$ cat src/rtl/core/rcfd_pkg.sv
`timescale 1ns / 1ps
package rcfd_pkg;
  localparam logic [1:0] OP_BYTE = 2'd0;
  localparam logic [1:0] OP_TICK = 2'd1;
  localparam logic [1:0] OP_READ = 2'd2;
  localparam logic [1:0] OP_SPARE = 2'd3;
  localparam logic [1:0] ST_VALID = 2'd0;
  localparam logic [1:0] ST_NONE = 2'd1;
  localparam logic [1:0] ST_TIMEOUT = 2'd2;
  localparam logic [1:0] EV_NONE = 2'd0;
  localparam logic [1:0] EV_ACCEPT = 2'd1;
  localparam logic [1:0] EV_REJECT = 2'd2;
  localparam logic [7:0] FRAME_HDR = 8'hA8;
  localparam logic [7:0] STAT_LIVE = 8'h00;
  localparam logic [7:0] STAT_LIVE_ALT = 8'h01;
  localparam logic [7:0] STAT_FAILSAFE = 8'h81;
  localparam logic [15:0] CRC_POLY = 16'h1021;
  localparam logic [1:0] REG_PROTOCOL = 2'd0;
  localparam logic [1:0] REG_GAP = 2'd1;
  localparam logic [1:0] REG_FAILSAFE = 2'd2;

  function automatic logic [15:0] crc_byte(input logic [15:0] c, input logic [7:0] b);
    logic [15:0] r;
    r = c ^ {b, 8'h00};
    for (int k = 0; k < 8; k++) begin
      r = r[15] ? ((r << 1) ^ CRC_POLY) : (r << 1);
    end
    return r;
  endfunction

  function automatic logic [13:0] scale_word(input logic [15:0] w);
    logic [18:0] s;
    s = ({3'b000, w} + {1'b0, w, 2'b00}) >> 5;
    return (s > 19'd375) ? 14'(s - 19'd375) : 14'd0;
  endfunction
endpackage

$ cat src/rtl/core/rcfd_chan_mem.sv
`timescale 1ns / 1ps
module rcfd_chan_mem #(
  parameter int Depth = 32,
  parameter int AW = 5
) (
  input  logic          clk_i,
  input  logic          we_i,
  input  logic [AW-1:0] waddr_i,
  input  logic [15:0]   wdata_i,
  input  logic [AW-1:0] raddr_i,
  output logic [15:0]   rdata_o
);
  logic [15:0] mem_q [Depth];
  always_ff @(posedge clk_i) begin
    if (we_i) mem_q[waddr_i] <= wdata_i;
    rdata_o <= mem_q[raddr_i];
  end
endmodule

$ cat src/rtl/core/rc_serial_frame_decoder.sv
`timescale 1ns / 1ps
// Byte, tick and read words are taken one at a time. A byte that ends a frame
// walks the buffer memory one byte a cycle for the check; a rejected frame, or a
// failsafe frame before link, is answered once the check is done. An accepted
// frame then walks the channel words and writes every stored channel.
// Channel state is held as epoch-free entries: a timeout, or a failsafe frame
// before link, sets a global "all timed out" flag instead of a clearing pass.
module rc_serial_frame_decoder #(
  parameter int MAX_FRAME_CHANNELS = 32,
  parameter int STORED_CHANNELS = 32
) (
  input  logic        clk_i,
  input  logic        rst_ni,
  input  logic        in_valid,
  output logic        in_stall,
  input  logic [1:0]  op_i,
  input  logic [7:0]  rx_byte_i,
  input  logic [7:0]  channel_index_i,
  output logic        out_valid,
  input  logic        out_stall,
  output logic [13:0] channel_value_o,
  output logic [1:0]  channel_status_o,
  output logic [6:0]  quality_o,
  output logic [1:0]  frame_event_o,
  input  logic        cfg_we_i,
  input  logic [1:0]  cfg_index_i,
  input  logic [7:0]  cfg_data_i
);
  import rcfd_pkg::*;
  localparam int Depth = 5 + 2 * MAX_FRAME_CHANNELS;
  localparam int BW = $clog2(Depth + 1);
  localparam int CW = (STORED_CHANNELS > 1) ? $clog2(STORED_CHANNELS) : 1;
  localparam int CCW = $clog2(STORED_CHANNELS + 1);

  localparam logic [3:0] S_IDLE = 4'd0, S_READ = 4'd1, S_OUT = 4'd2,
    S_CHK = 4'd3, S_CHKD = 4'd4, S_DEC = 4'd5, S_WR = 4'd6, S_WAIT = 4'd7;

  logic [3:0] st_q, st_d;
  logic protocol_q; logic [7:0] gap_q, fs_q;
  logic [BW-1:0] bidx_q;
  logic [8:0] exp_q;
  logic capt_q, linked_q, allto_q;
  logic [7:0] quiet_q, good_q;
  logic [14:0] qavg_q;
  logic [13:0] val_q; logic [1:0] stat_q, ev_q;
  logic [7:0] chidx_q;

  // frame buffer
  logic [7:0] fb_mem [Depth];
  logic fb_we; logic [BW-1:0] fb_wa, fb_ra; logic [7:0] fb_rd;
  always_ff @(posedge clk_i) begin
    if (fb_we) fb_mem[fb_wa] <= rx_byte_i;
    fb_rd <= fb_mem[fb_ra];
  end

  logic cm_we; logic [CW-1:0] cm_wa, cm_ra; logic [15:0] cm_wd, cm_rd;
  rcfd_chan_mem #(.Depth(STORED_CHANNELS), .AW(CW)) u_chan (
    .clk_i, .we_i(cm_we), .waddr_i(cm_wa), .wdata_i(cm_wd),
    .raddr_i(cm_ra), .rdata_o(cm_rd));

  // check / decode walk
  logic [BW-1:0] ptr_q;      // address issued
  logic rdv_q;               // fb_rd valid for byte at ptr_q-1
  logic [BW-1:0] rpos_q;     // position of byte in fb_rd
  logic [15:0] crc_q; logic [7:0] sum_q, b0_q, b1_q, n_q, last1_q, last2_q, hi_q;
  logic [CCW-1:0] wch_q;

  logic [BW-1:0] len_b;
  assign len_b = BW'(exp_q);

  logic in_acc;
  assign in_stall = (st_q != S_IDLE);
  assign in_acc = in_valid && !in_stall;
  assign out_valid = (st_q == S_OUT);

  logic frame_ok;
  logic stat_ok;
  assign stat_ok = (b1_q == STAT_LIVE) || (b1_q == STAT_LIVE_ALT) || (b1_q == STAT_FAILSAFE);
  assign frame_ok = (b0_q == FRAME_HDR) && stat_ok &&
    (protocol_q ? (sum_q == last1_q) : (crc_q == {last2_q, last1_q}));

  logic [8:0] quiet_inc, good_inc;
  assign quiet_inc = {1'b0, quiet_q} + 9'd1;
  assign good_inc = {1'b0, good_q} + 9'd1;

  // x / 20 as (x >> 2) / 5, exact for x below 2^20
  logic [19:0] q_num;
  logic [14:0] q_new;
  logic [17:0] q_div4;
  logic [33:0] q_prod;
  always_comb begin
    q_num = 20'(qavg_q) * 20'd19 + (frame_ok ? 20'd25600 : 20'd0);
    q_div4 = q_num[19:2];
    q_prod = 34'(q_div4) * 34'd52429;
    q_new = 15'(q_prod >> 18);
  end

  // per-channel entries collected while decoding, written in S_WR
  logic [15:0] cw_q [STORED_CHANNELS];

  always_comb begin
    fb_we = 1'b0; fb_wa = bidx_q[BW-1:0]; fb_ra = ptr_q;
    cm_we = 1'b0; cm_wa = wch_q[CW-1:0];
    cm_wd = cw_q[wch_q[CW-1:0]];
    cm_ra = chidx_q[CW-1:0];
    if (st_q == S_IDLE && in_acc && op_i == OP_BYTE && capt_q && 32'(bidx_q) < Depth)
      fb_we = 1'b1;
    if (st_q == S_WR && 32'(wch_q) < STORED_CHANNELS) cm_we = 1'b1;
  end

  always_ff @(posedge clk_i or negedge rst_ni) begin
    if (!rst_ni) begin
      st_q <= S_IDLE; protocol_q <= 1'b0; gap_q <= 8'd4; fs_q <= 8'd64;
      bidx_q <= '0; exp_q <= 9'(Depth); capt_q <= 1'b0; linked_q <= 1'b0;
      allto_q <= 1'b1; quiet_q <= '0; good_q <= '0; qavg_q <= '0;
      ptr_q <= '0; rdv_q <= 1'b0; wch_q <= '0;
    end else begin
      if (cfg_we_i) begin
        if (cfg_index_i == REG_PROTOCOL) protocol_q <= cfg_data_i[0];
        else if (cfg_index_i == REG_GAP) gap_q <= cfg_data_i;
        else if (cfg_index_i == REG_FAILSAFE) fs_q <= cfg_data_i;
      end
      unique case (st_q)
        S_IDLE: if (in_acc) begin
          val_q <= '0; stat_q <= ST_VALID; ev_q <= EV_NONE; chidx_q <= channel_index_i;
          st_q <= S_OUT;
          if (op_i == OP_BYTE) begin
            quiet_q <= '0;
            if (capt_q && 32'(bidx_q) < Depth) begin
              bidx_q <= bidx_q + 1'b1;
              if (bidx_q == BW'(2)) begin
                exp_q <= 9'd5 + {rx_byte_i, 1'b0};
                if (9'd5 + {rx_byte_i, 1'b0} == 9'd3) st_q <= S_OUT;
              end else if (9'(bidx_q) + 9'd1 == exp_q) begin
                ptr_q <= '0; rdv_q <= 1'b0; crc_q <= '0; sum_q <= '0;
                st_q <= S_CHK;
              end
            end
          end else if (op_i == OP_TICK) begin
            if (quiet_inc > {1'b0, gap_q}) begin
              capt_q <= 1'b1; bidx_q <= '0; quiet_q <= '0; exp_q <= 9'(Depth);
            end else quiet_q <= quiet_inc[7:0];
            if (good_inc > {1'b0, fs_q}) begin
              good_q <= '0; linked_q <= 1'b0; qavg_q <= '0; allto_q <= 1'b1;
            end else good_q <= good_inc[7:0];
          end else if (op_i == OP_READ) begin
            if (32'(channel_index_i) < STORED_CHANNELS) st_q <= S_READ;
            else stat_q <= ST_NONE;
          end
        end
        S_READ: st_q <= S_WAIT;
        S_WAIT: begin
          if (allto_q) stat_q <= ST_TIMEOUT;
          else begin
            stat_q <= cm_rd[15:14];
            val_q <= (cm_rd[15:14] == ST_VALID) ? cm_rd[13:0] : 14'd0;
          end
          st_q <= S_OUT;
        end
        S_CHK: begin
          if (ptr_q < len_b) ptr_q <= ptr_q + 1'b1;
          rdv_q <= (ptr_q < len_b);
          rpos_q <= ptr_q;
          if (rdv_q) begin
            if (rpos_q == '0) b0_q <= fb_rd;
            if (rpos_q == BW'(1)) b1_q <= fb_rd;
            if (rpos_q == BW'(2)) n_q <= fb_rd;
            if (rpos_q + BW'(2) < len_b) crc_q <= crc_byte(crc_q, fb_rd);
            if (rpos_q + BW'(1) < len_b) sum_q <= sum_q + fb_rd;
            if (rpos_q + BW'(2) == len_b) last2_q <= fb_rd;
            if (rpos_q + BW'(1) == len_b) begin
              last1_q <= fb_rd; st_q <= S_CHKD;
            end
          end
        end
        S_CHKD: begin
          capt_q <= 1'b0;
          qavg_q <= q_new;
          ev_q <= frame_ok ? EV_ACCEPT : EV_REJECT;
          st_q <= S_OUT;
          if (frame_ok) begin
            good_q <= '0;
            if (b1_q != STAT_FAILSAFE) linked_q <= 1'b1;
            if (b1_q == STAT_FAILSAFE && !linked_q) allto_q <= 1'b1;
            else begin
              ptr_q <= BW'(3); rdv_q <= 1'b0; st_q <= S_DEC;
              for (int i = 0; i < STORED_CHANNELS; i++) cw_q[i] <= {ST_NONE, 14'd0};
            end
          end
        end
        S_DEC: begin
          if (ptr_q < len_b) ptr_q <= ptr_q + 1'b1;
          rdv_q <= (ptr_q < len_b);
          rpos_q <= ptr_q;
          if (rdv_q) begin
            if (rpos_q[0]) hi_q <= fb_rd;
            else if (32'((rpos_q - BW'(4)) >> 1) < STORED_CHANNELS &&
                     8'((rpos_q - BW'(4)) >> 1) < n_q)
              cw_q[CW'((rpos_q - BW'(4)) >> 1)] <= {ST_VALID, scale_word({hi_q, fb_rd})};
          end
          if (rdv_q && rpos_q + BW'(1) >= len_b || !rdv_q && ptr_q >= len_b) begin
            st_q <= S_WR; wch_q <= '0;
          end
        end
        S_WR: begin
          if (32'(wch_q) + 1 >= STORED_CHANNELS) begin
            allto_q <= 1'b0; st_q <= S_OUT;
          end
          wch_q <= wch_q + 1'b1;
        end
        S_OUT: if (!out_stall) st_q <= S_IDLE;
        default: st_q <= S_IDLE;
      endcase
    end
  end

  assign channel_value_o = val_q;
  assign channel_status_o = stat_q;
  assign frame_event_o = ev_q;
  assign quality_o = 7'((16'(qavg_q) + 16'd128) >> 8);

  a_busy_stall: assert property (@(posedge clk_i) disable iff (!rst_ni)
    out_valid |-> in_stall) else $error("accept while result pending");
  a_out_hold: assert property (@(posedge clk_i) disable iff (!rst_ni)
    out_valid && out_stall |=> out_valid && $stable(frame_event_o)) else $error("result lost");
  a_qual: assert property (@(posedge clk_i) disable iff (!rst_ni)
    qavg_q <= 15'd25600) else $error("quality overflow");
endmodule
$ cat config.mk
export PLATFORM = sky130hd
export DESIGN_NAME = rc_serial_frame_decoder
export DESIGN_NICKNAME = d
export VERILOG_FILES = /design/src/rtl/core/rcfd_pkg.sv /design/src/rtl/core/rcfd_chan_mem.sv /design/src/rtl/core/rc_serial_frame_decoder.sv
export SDC_FILE = /design/constraint.sdc
export NUM_CORES = 2
export LEC_CHECK = 0
export BUFFER_PORTS_ARGS = -buffer_cell sky130_fd_sc_hd__buf_4
export CAP_MARGIN = 20
export CORE_ASPECT_RATIO = 0.8
export CORE_MARGIN = 2
export CORE_UTILIZATION = 60
export CTS_CLUSTER_SIZE = 40
export DETAILED_ROUTE_END_ITERATION = 8
export GPL_TIMING_DRIVEN = 0
export PLACE_DENSITY = 0.86
export RECOVER_POWER = 50
export SLEW_MARGIN = 15
export SYNTH_ARGS = -nofsm -noshare
export SYNTH_HDL_FRONTEND = slang
export SYNTH_HIERARCHICAL = 1
export SYNTH_SLANG_ARGS = --single-unit
$ cat constraint.sdc
create_clock -name clk_i -period 25.4 [get_ports clk_i]
set_input_delay 6.35 -clock clk_i [delete_from_list [all_inputs] [get_ports clk_i]]
set_output_delay 6.35 -clock clk_i [all_outputs]
set_load 0.005 [all_outputs]
; ---- Yosys cells after proc, flatten, opt, wreduce, memory -nomap -nowiden
; Memories as Yosys holds them, arrays and structs flattened. A register that Yosys moved wholly into a read port is not among the register bits.
; Index checks and enable logic that the tools add are counted.
[classes]
addsub = 18
mul = 2
magnitude_cmp = 14
eq_ne = 47
n_mux = 137
bitwise = 11
n_reduce_logical = 66
[ops]
columns = cell, count
row1 = 2-to-1 mux 8 bit, 15
row2 = 2-to-1 mux 16 bit, 7
row3 = 2-to-1 mux 13 bit, 8
row4 = 2-to-1 mux 15 bit, 6
row5 = 2-to-1 mux 7 bit, 12
row6 = 2-to-1 mux 14 bit, 4
row7 = 2-to-1 mux 1 bit, 48
row8 = 2-to-1 mux 9 bit, 5
row9 = multiplier 18 x 16 -> 33 bit (second input constant), 1
row10 = case mux 16 bit (2 select lines), 1
row11 = case mux 4 bit (8 select lines), 1
row12 = case mux 8 bit (2 select lines), 2
row13 = AND reduction 4 bit, 8
row14 = less-than comparator 31 x 6 -> 1 bit (second input constant), 1
row15 = case mux 15 bit (2 select lines), 1
row16 = 2-to-1 mux 4 bit, 7
row17 = != test 2 bit (second input constant), 14
row18 = case mux 14 bit (2 select lines), 1
row19 = AND reduction 9 bit, 3
row20 = inverter 3 bit, 8
row21 = adder 7 x 1 -> 7 bit (second input constant), 3
row22 = less-than comparator 7 bit, 3
row23 = case mux 7 bit (3 select lines), 1
row24 = adder 20 x 15 -> 20 bit, 1
row25 = other kinds (64), 134
[totals]
register_bits = 187
ram_bits = 1544
input_bits = 33
out_inout_bits = 27
elab_cells = 326
mem_count = 3
[memory_table]
columns = memory, words, word_bits, read_ports, rd_clocked_by_memory_dff, wr, line
row1 = fb_mem, 69, 8, 1, 1, 1, rc_serial_frame_decoder.sv:49  ; logic [7:0] fb_mem [Depth];
row2 = u_chan.mem_q, 32, 16, 1, 1, 1, rcfd_chan_mem.sv:13  ; logic [15:0] mem_q [Depth];
row3 = cw_q, 32, 15, 1, 0, 32, rc_serial_frame_decoder.sv:99  ; logic [15:0] cw_q [STORED_CHANNELS];

; ---- Longest topological paths before layout
[depth]
ltp_word = 20
ltp_mapped = 39

; ---- Modules after synthesis
; Netlist, hierarchy kept.
[modules_own_cells]
columns = mod, instances, cells_each, area_per_inst_um2
row1 = rc_serial_frame_decoder, 1, 3993, 59305.6
row2 = rcfd_chan_mem, 1, 1143, 20535.9

; ---- Worst setup path before layout
; No wires, ideal clock.
[synth_path]
path_type = input-to-reg
from = in op_i[0]
to = reg crc_q[0], enable pin
setup_time_ns = 0.430
arrival_time_ns = 9.379
setup_slack_ns = 15.591
stages = 9
path_cell_list = or2_2 clkbuf_1 a31oi_1 nand2_1 a2111oi_0 o2111ai_1 nor3_1 a31oi_1 nor4_1
[synth_between]
elab_chain_cells = 3
[synth_lines]
columns = item, line
row1 = from (decl), rc_serial_frame_decoder.sv:16  ; input logic [1:0] op_i,
row2 = zero test 2 bit, rc_serial_frame_decoder.sv:127  ; if (op_i == OP_BYTE) begin
row3 = != test 2 x 1 -> 1 bit (no line), --
row4 = AND reduction 9 bit (no line), --
row5 = to (signal assigned), rc_serial_frame_decoder.sv:168  ; if (rpos_q + BW'(2) < len_b) crc_q <= crc_byte(crc_q, fb_rd);
row6 = to (decl), rc_serial_frame_decoder.sv:65  ; logic [15:0] crc_q; logic [7:0] sum_q, b0_q, b1_q, n_q, last1_q, last2_q, hi_q;
; Every way passes these cells.
; A chain may end at the register's enable or synchronous reset.

; ---- Final worst setup path
[layout_path]
from = reg last1_q[2]
to = reg qavg_q[14]
[layout_between]
elab_chain_cells = 7
elab_cells_between_ends = 8
cone_classes = add/sub (1) / mul (1) / eq/ne (2) / mux (3) / reduce/logical (1)
[layout_lines]
columns = item, line
row1 = from (decl), rc_serial_frame_decoder.sv:65
row2 = from (signal assigned), rc_serial_frame_decoder.sv:172  ; last1_q <= fb_rd; st_q <= S_CHKD;
row3 = == test 16 bit or == test 8 bit (tied branches), rc_serial_frame_decoder.sv:80  ; (protocol_q ? (sum_q == last1_q) : (crc_q == {last2_q, last1_q}));
row4 = 2-to-1 mux 1 bit *, rc_serial_frame_decoder.sv:80
row5 = logical AND 1 bit *, rc_serial_frame_decoder.sv:79  ; assign frame_ok = (b0_q == FRAME_HDR) && stat_ok &&
row6 = 2-to-1 mux 15 bit *, rc_serial_frame_decoder.sv:92  ; q_num = 20'(qavg_q) * 20'd19 + (frame_ok ? 20'd25600 : 20'd0);
row7 = adder 20 x 15 -> 20 bit *, rc_serial_frame_decoder.sv:92
row8 = multiplier 18 x 16 -> 33 bit *, rc_serial_frame_decoder.sv:94  ; q_prod = 34'(q_div4) * 34'd52429;
row9 = case mux 15 bit (2 select lines) *, rc_serial_frame_decoder.sv:123  ; unique case (st_q)
row10 = to (signal assigned), rc_serial_frame_decoder.sv:178  ; qavg_q <= q_new;
row11 = to (decl), rc_serial_frame_decoder.sv:44  ; logic [14:0] qavg_q;
; Every way passes the cells marked *; elsewhere a longest branch is shown, timed or not.

==> flow_summary.ini <==
[critical_path]
critPathKind = register to register
endpoint = qavg_q[14]
r2r-start = last1_q[2]
cp-end-kind = register
rrSetupSlack_ns = 13.06
required_ns = 26.05
cp_max_fo = 8
critPathMaxStageDelay_ns = 0.85
cp_slowest_cell = fa_1
cp_common_cell = fa_1
startpoint = last1_q[2]
critPathArrivalTime_ns = 12.99
worstReg2RegEnd = qavg_q[14]
startpoint_type = register
r2r_cells = 36

[detailed_routing]
drtIter0Drc = 7151
drt-total-wl_um = 213600
num_vias = 48642
postRouteAntennaNets = 0
drtPass1Iterations = 9
detail_route.wl_per_cell_um = 29.25
drt_drc_violations_left = 3
post_drt_via_cell_ratio = 6.660

[finish]
syn_to_final_growth_pct = 10.24
fin_area_um2 = 88020
final_cells = 7304
nets = 5813
drive_gt1_frac = 0.1385

[sta]
fin_skew_ns = 0.04248
setup_viol = 0
final-hold-violation-count = 0
worst_pin_slew_ns = 3.797
setup_tns_ns = 0
min_period_ns = 12.34
grt_setup_unrepaired = false
relSlewSlack = -1.531
slew_violations = 945
max_freq_ghz = 0.08106
period_share = 0.4857

[yosys]
avgSynthCellArea_um2 = 15.55
synth.distinct_cells = 82
ys.flop_type = edfxtp_1
synth_compound_area_frac = 0.04190
async_reset_ff_frac = 0.04735
netlist_area_um2 = 79840
synth.area.mux_share = 0.1312
yosysSeqAreaShare = 0.6472
synth_edf_count = 1614
syn_inst = 5136
yosys.area_share.adder = 0.06745
synth_top_family_by_area = multiplexers
ys_warn_count = 6
synth_seq_cells = 1753
synth-xor-area-share = 0.01620
synthSimpleGateAreaFrac = 0.06546

[clocking]
tritoncts = yes
cts_buffer_depth = 3
cts-htree-levels = 4
clkSinkCount = 1753
cts-root-buf = clkbuf_16
clock_latency_ns = 0.82
cts_setup_buffers = 0
cts_buffers = 161
hold_buffers = 0
ctsResizeCount = 0
path_clk_slew_ns = 0.06

[die]
die_w_um = 411.8
die_h_um = 330.3
design.portCount = 60
die_area_um2 = 136000
fp-row-count = 119
core-area_um2 = 131800
initial_core_util = 0.6059

[outcome]
violations = design-rule violations, max-capacitance violations, max-slew violations
outcome = complete, but fails checks

[global_routing]
grt_usage = 0.3172
grt_overflow = 0
grt_pass1_vias = 48140
grt_pass1_wl_um = 314300
grt_max_degree = 73
antenna_found_initial = 14

[placement]
placed_cells = 7000
hpwl_um = 138700
placed_area_um2 = 82960
finalWeightedCongestion = 0.9522
io_buffers = 59

[job]
maxCapViolations = 25

[hold_path]
hold_class = register to register
critical path, delay by kind of cell (launching register included):
family	cells	cell delay, ns
buffers and inverters	5	0.29
AOI/OAI and AO/OA	10	3.45
adders and majority gates	11	5.22
xor gates and xnor gates	3	1.07
and+or+nand+nor	7	1.68
DFF	1	0.44
synthesized netlist by cell type (29+ instances only):
cell | n | share of area
nand2_1 | 203 | 0.0095
clkbuf_1 | 154 | 0.0072
xnor2_1 | 82 | 0.0090
mux2_2 | 37 | 0.0052
buf_2 | 53 | 0.0033
and2_1 | 43 | 0.0034
a22o_1 | 42 | 0.0046
nand3_1 | 88 | 0.0055
nor3_1 | 53 | 0.0033
a21o_1 | 29 | 0.0027
dfxtp_1 | 56 | 0.014
dfrtp_1 | 78 | 0.024
xor2_1 | 63 | 0.0069
a21oi_1 | 107 | 0.0067
ha_1 | 256 | 0.040
mux2i_1 | 271 | 0.034
a22oi_1 | 65 | 0.0061
o21ai_0 | 66 | 0.0041
fa_1 | 109 | 0.027
nand4_1 | 33 | 0.0026
edfxtp_1 | 1614 | 0.61
o21a_1 | 53 | 0.0050
nor2_1 | 649 | 0.031
inv_1 | 288 | 0.014
mux4_2 | 326 | 0.092
a31oi_1 | 32 | 0.0025
per-layer routing:
layer  vias to the layer above  track usage  part of all wire
met2                      3799       0.4792              0.46
met4                        18       0.1315             0.045
li1                      19870            -                 -
met1                     24287       0.4318              0.36
met5                         -            0           0.00054
met3                       668      0.09973              0.14
state kept, by name (all words and copies together) (netlist names), 14 cells and up:
signal           flops
fb_mem             552
u_chan/mem_q       512
cw_q               480
crc_q               16
u_chan/rdata_o      16
qavg_q              15
channel_value_o     14
cell type report:
| cell class | count | area [um2] |
|---|---|---|
| buffer | 272 | 1360 |
| timing repair buffer | 85 | 580.6 |
| multi-input combinational | 2854 | 25880 |
| sequential | 1753 | 51670 |
| clock buffer | 217 | 4434 |
| inverter | 288 | 1081 |
| fill | 8266 | 43750 |
| antenna | 5 | 12.51 |
| tap | 1754 | 2195 |
| clock inverter | 76 | 803.3 |
how the worst min path moves through the flow:
| stage | cells after the start | start | to | slack [ns] |
|---|---|---|---|---|
| 2_1_floorplan | 1 | cw_q[10][14] | cw_q[10][14] | 0.44 |
| 3_3_place_gp | 1 | cw_q[10][14] | cw_q[10][14] | 0.44 |
| 3_5_place_dp | 1 | cw_q[5][14] | cw_q[5][14] | 0.45 |
| 4_1_cts | 1 | cw_q[5][14] | cw_q[5][14] | 0.47 |
| 5_1_grt | 1 | cw_q[14][14] | cw_q[14][14] | 0.48 |
| 6_report | 1 | cw_q[1][14] | cw_q[1][14] | 0.46 |
per-stage QoR:
step	worst slack [ns]	utilization	hold slack (ns)
2_1_floorplan	15.59	-	0.4354
3_3_place_gp	13.37	0.6268	0.4410
3_5_place_dp	13.47	0.6296	0.4532
4_1_cts	13.29	0.6693	0.4677
5_1_grt	12.52	0.6679	0.4824
6_report	13.06	0.6679	0.4644
cells by family (layout without fill, tap and decap cells):
logic type / after synthesis / after routing
other cells: 1 / 37
fa+ha+maj: 365 / 365
compound gates: 486 / 486
buf+inv: 560 / 938
mux: 634 / 634
simple gates: 1191 / 1191
xor+xnor: 146 / 146
flops: 1753 / 1753
layout by cell type (no fill, tap or decap), types with 12 or more instances in the layout:
| cell type | Yosys | routed |
|---|---|---|
| nor2_1 | 649 | 649 |
| nand3b_1 | 14 | 14 |
| nand3_1 | 88 | 88 |
| a31oi_1 | 32 | 32 |
| dfxtp_1 | 56 | 56 |
| clkbuf_16 | 0 | 165 |
| and2_0 | 0 | 14 |
| clkbuf_1 | 154 | 228 |
| nand2b_1 | 14 | 14 |
| mux2_2 | 37 | 22 |
| mux4_2 | 326 | 326 |
| xor2_1 | 63 | 63 |
| dfrtp_1 | 78 | 78 |
| xnor2_1 | 82 | 82 |
| buf_1 | 26 | 18 |
| inv_1 | 288 | 288 |
| a21oi_1 | 107 | 106 |
| clkinv_1 | 0 | 25 |
| ha_1 | 256 | 256 |
| and2_1 | 43 | 29 |
| nor2b_1 | 16 | 16 |
| mux2_1 | 0 | 15 |
| nand4_1 | 33 | 33 |
| mux2i_1 | 271 | 271 |
| edfxtp_1 | 1614 | 1614 |
| a21o_1 | 29 | 29 |
| fa_1 | 109 | 109 |
| and3_1 | 17 | 17 |
| o21ai_0 | 66 | 66 |
| buf_2 | 53 | 55 |
| buf_6 | 6 | 12 |
| nor3_1 | 53 | 53 |
| a22o_1 | 42 | 42 |
| buf_4 | 22 | 64 |
| o21a_1 | 53 | 53 |
| conb_1 | 1 | 32 |
| a22oi_1 | 65 | 65 |
| nand2_1 | 203 | 203 |
| clkinv_2 | 0 | 22 |
Power is not shown: default switching activity piles up to over one toggle a cycle in this logic, so the estimate is an artifact.
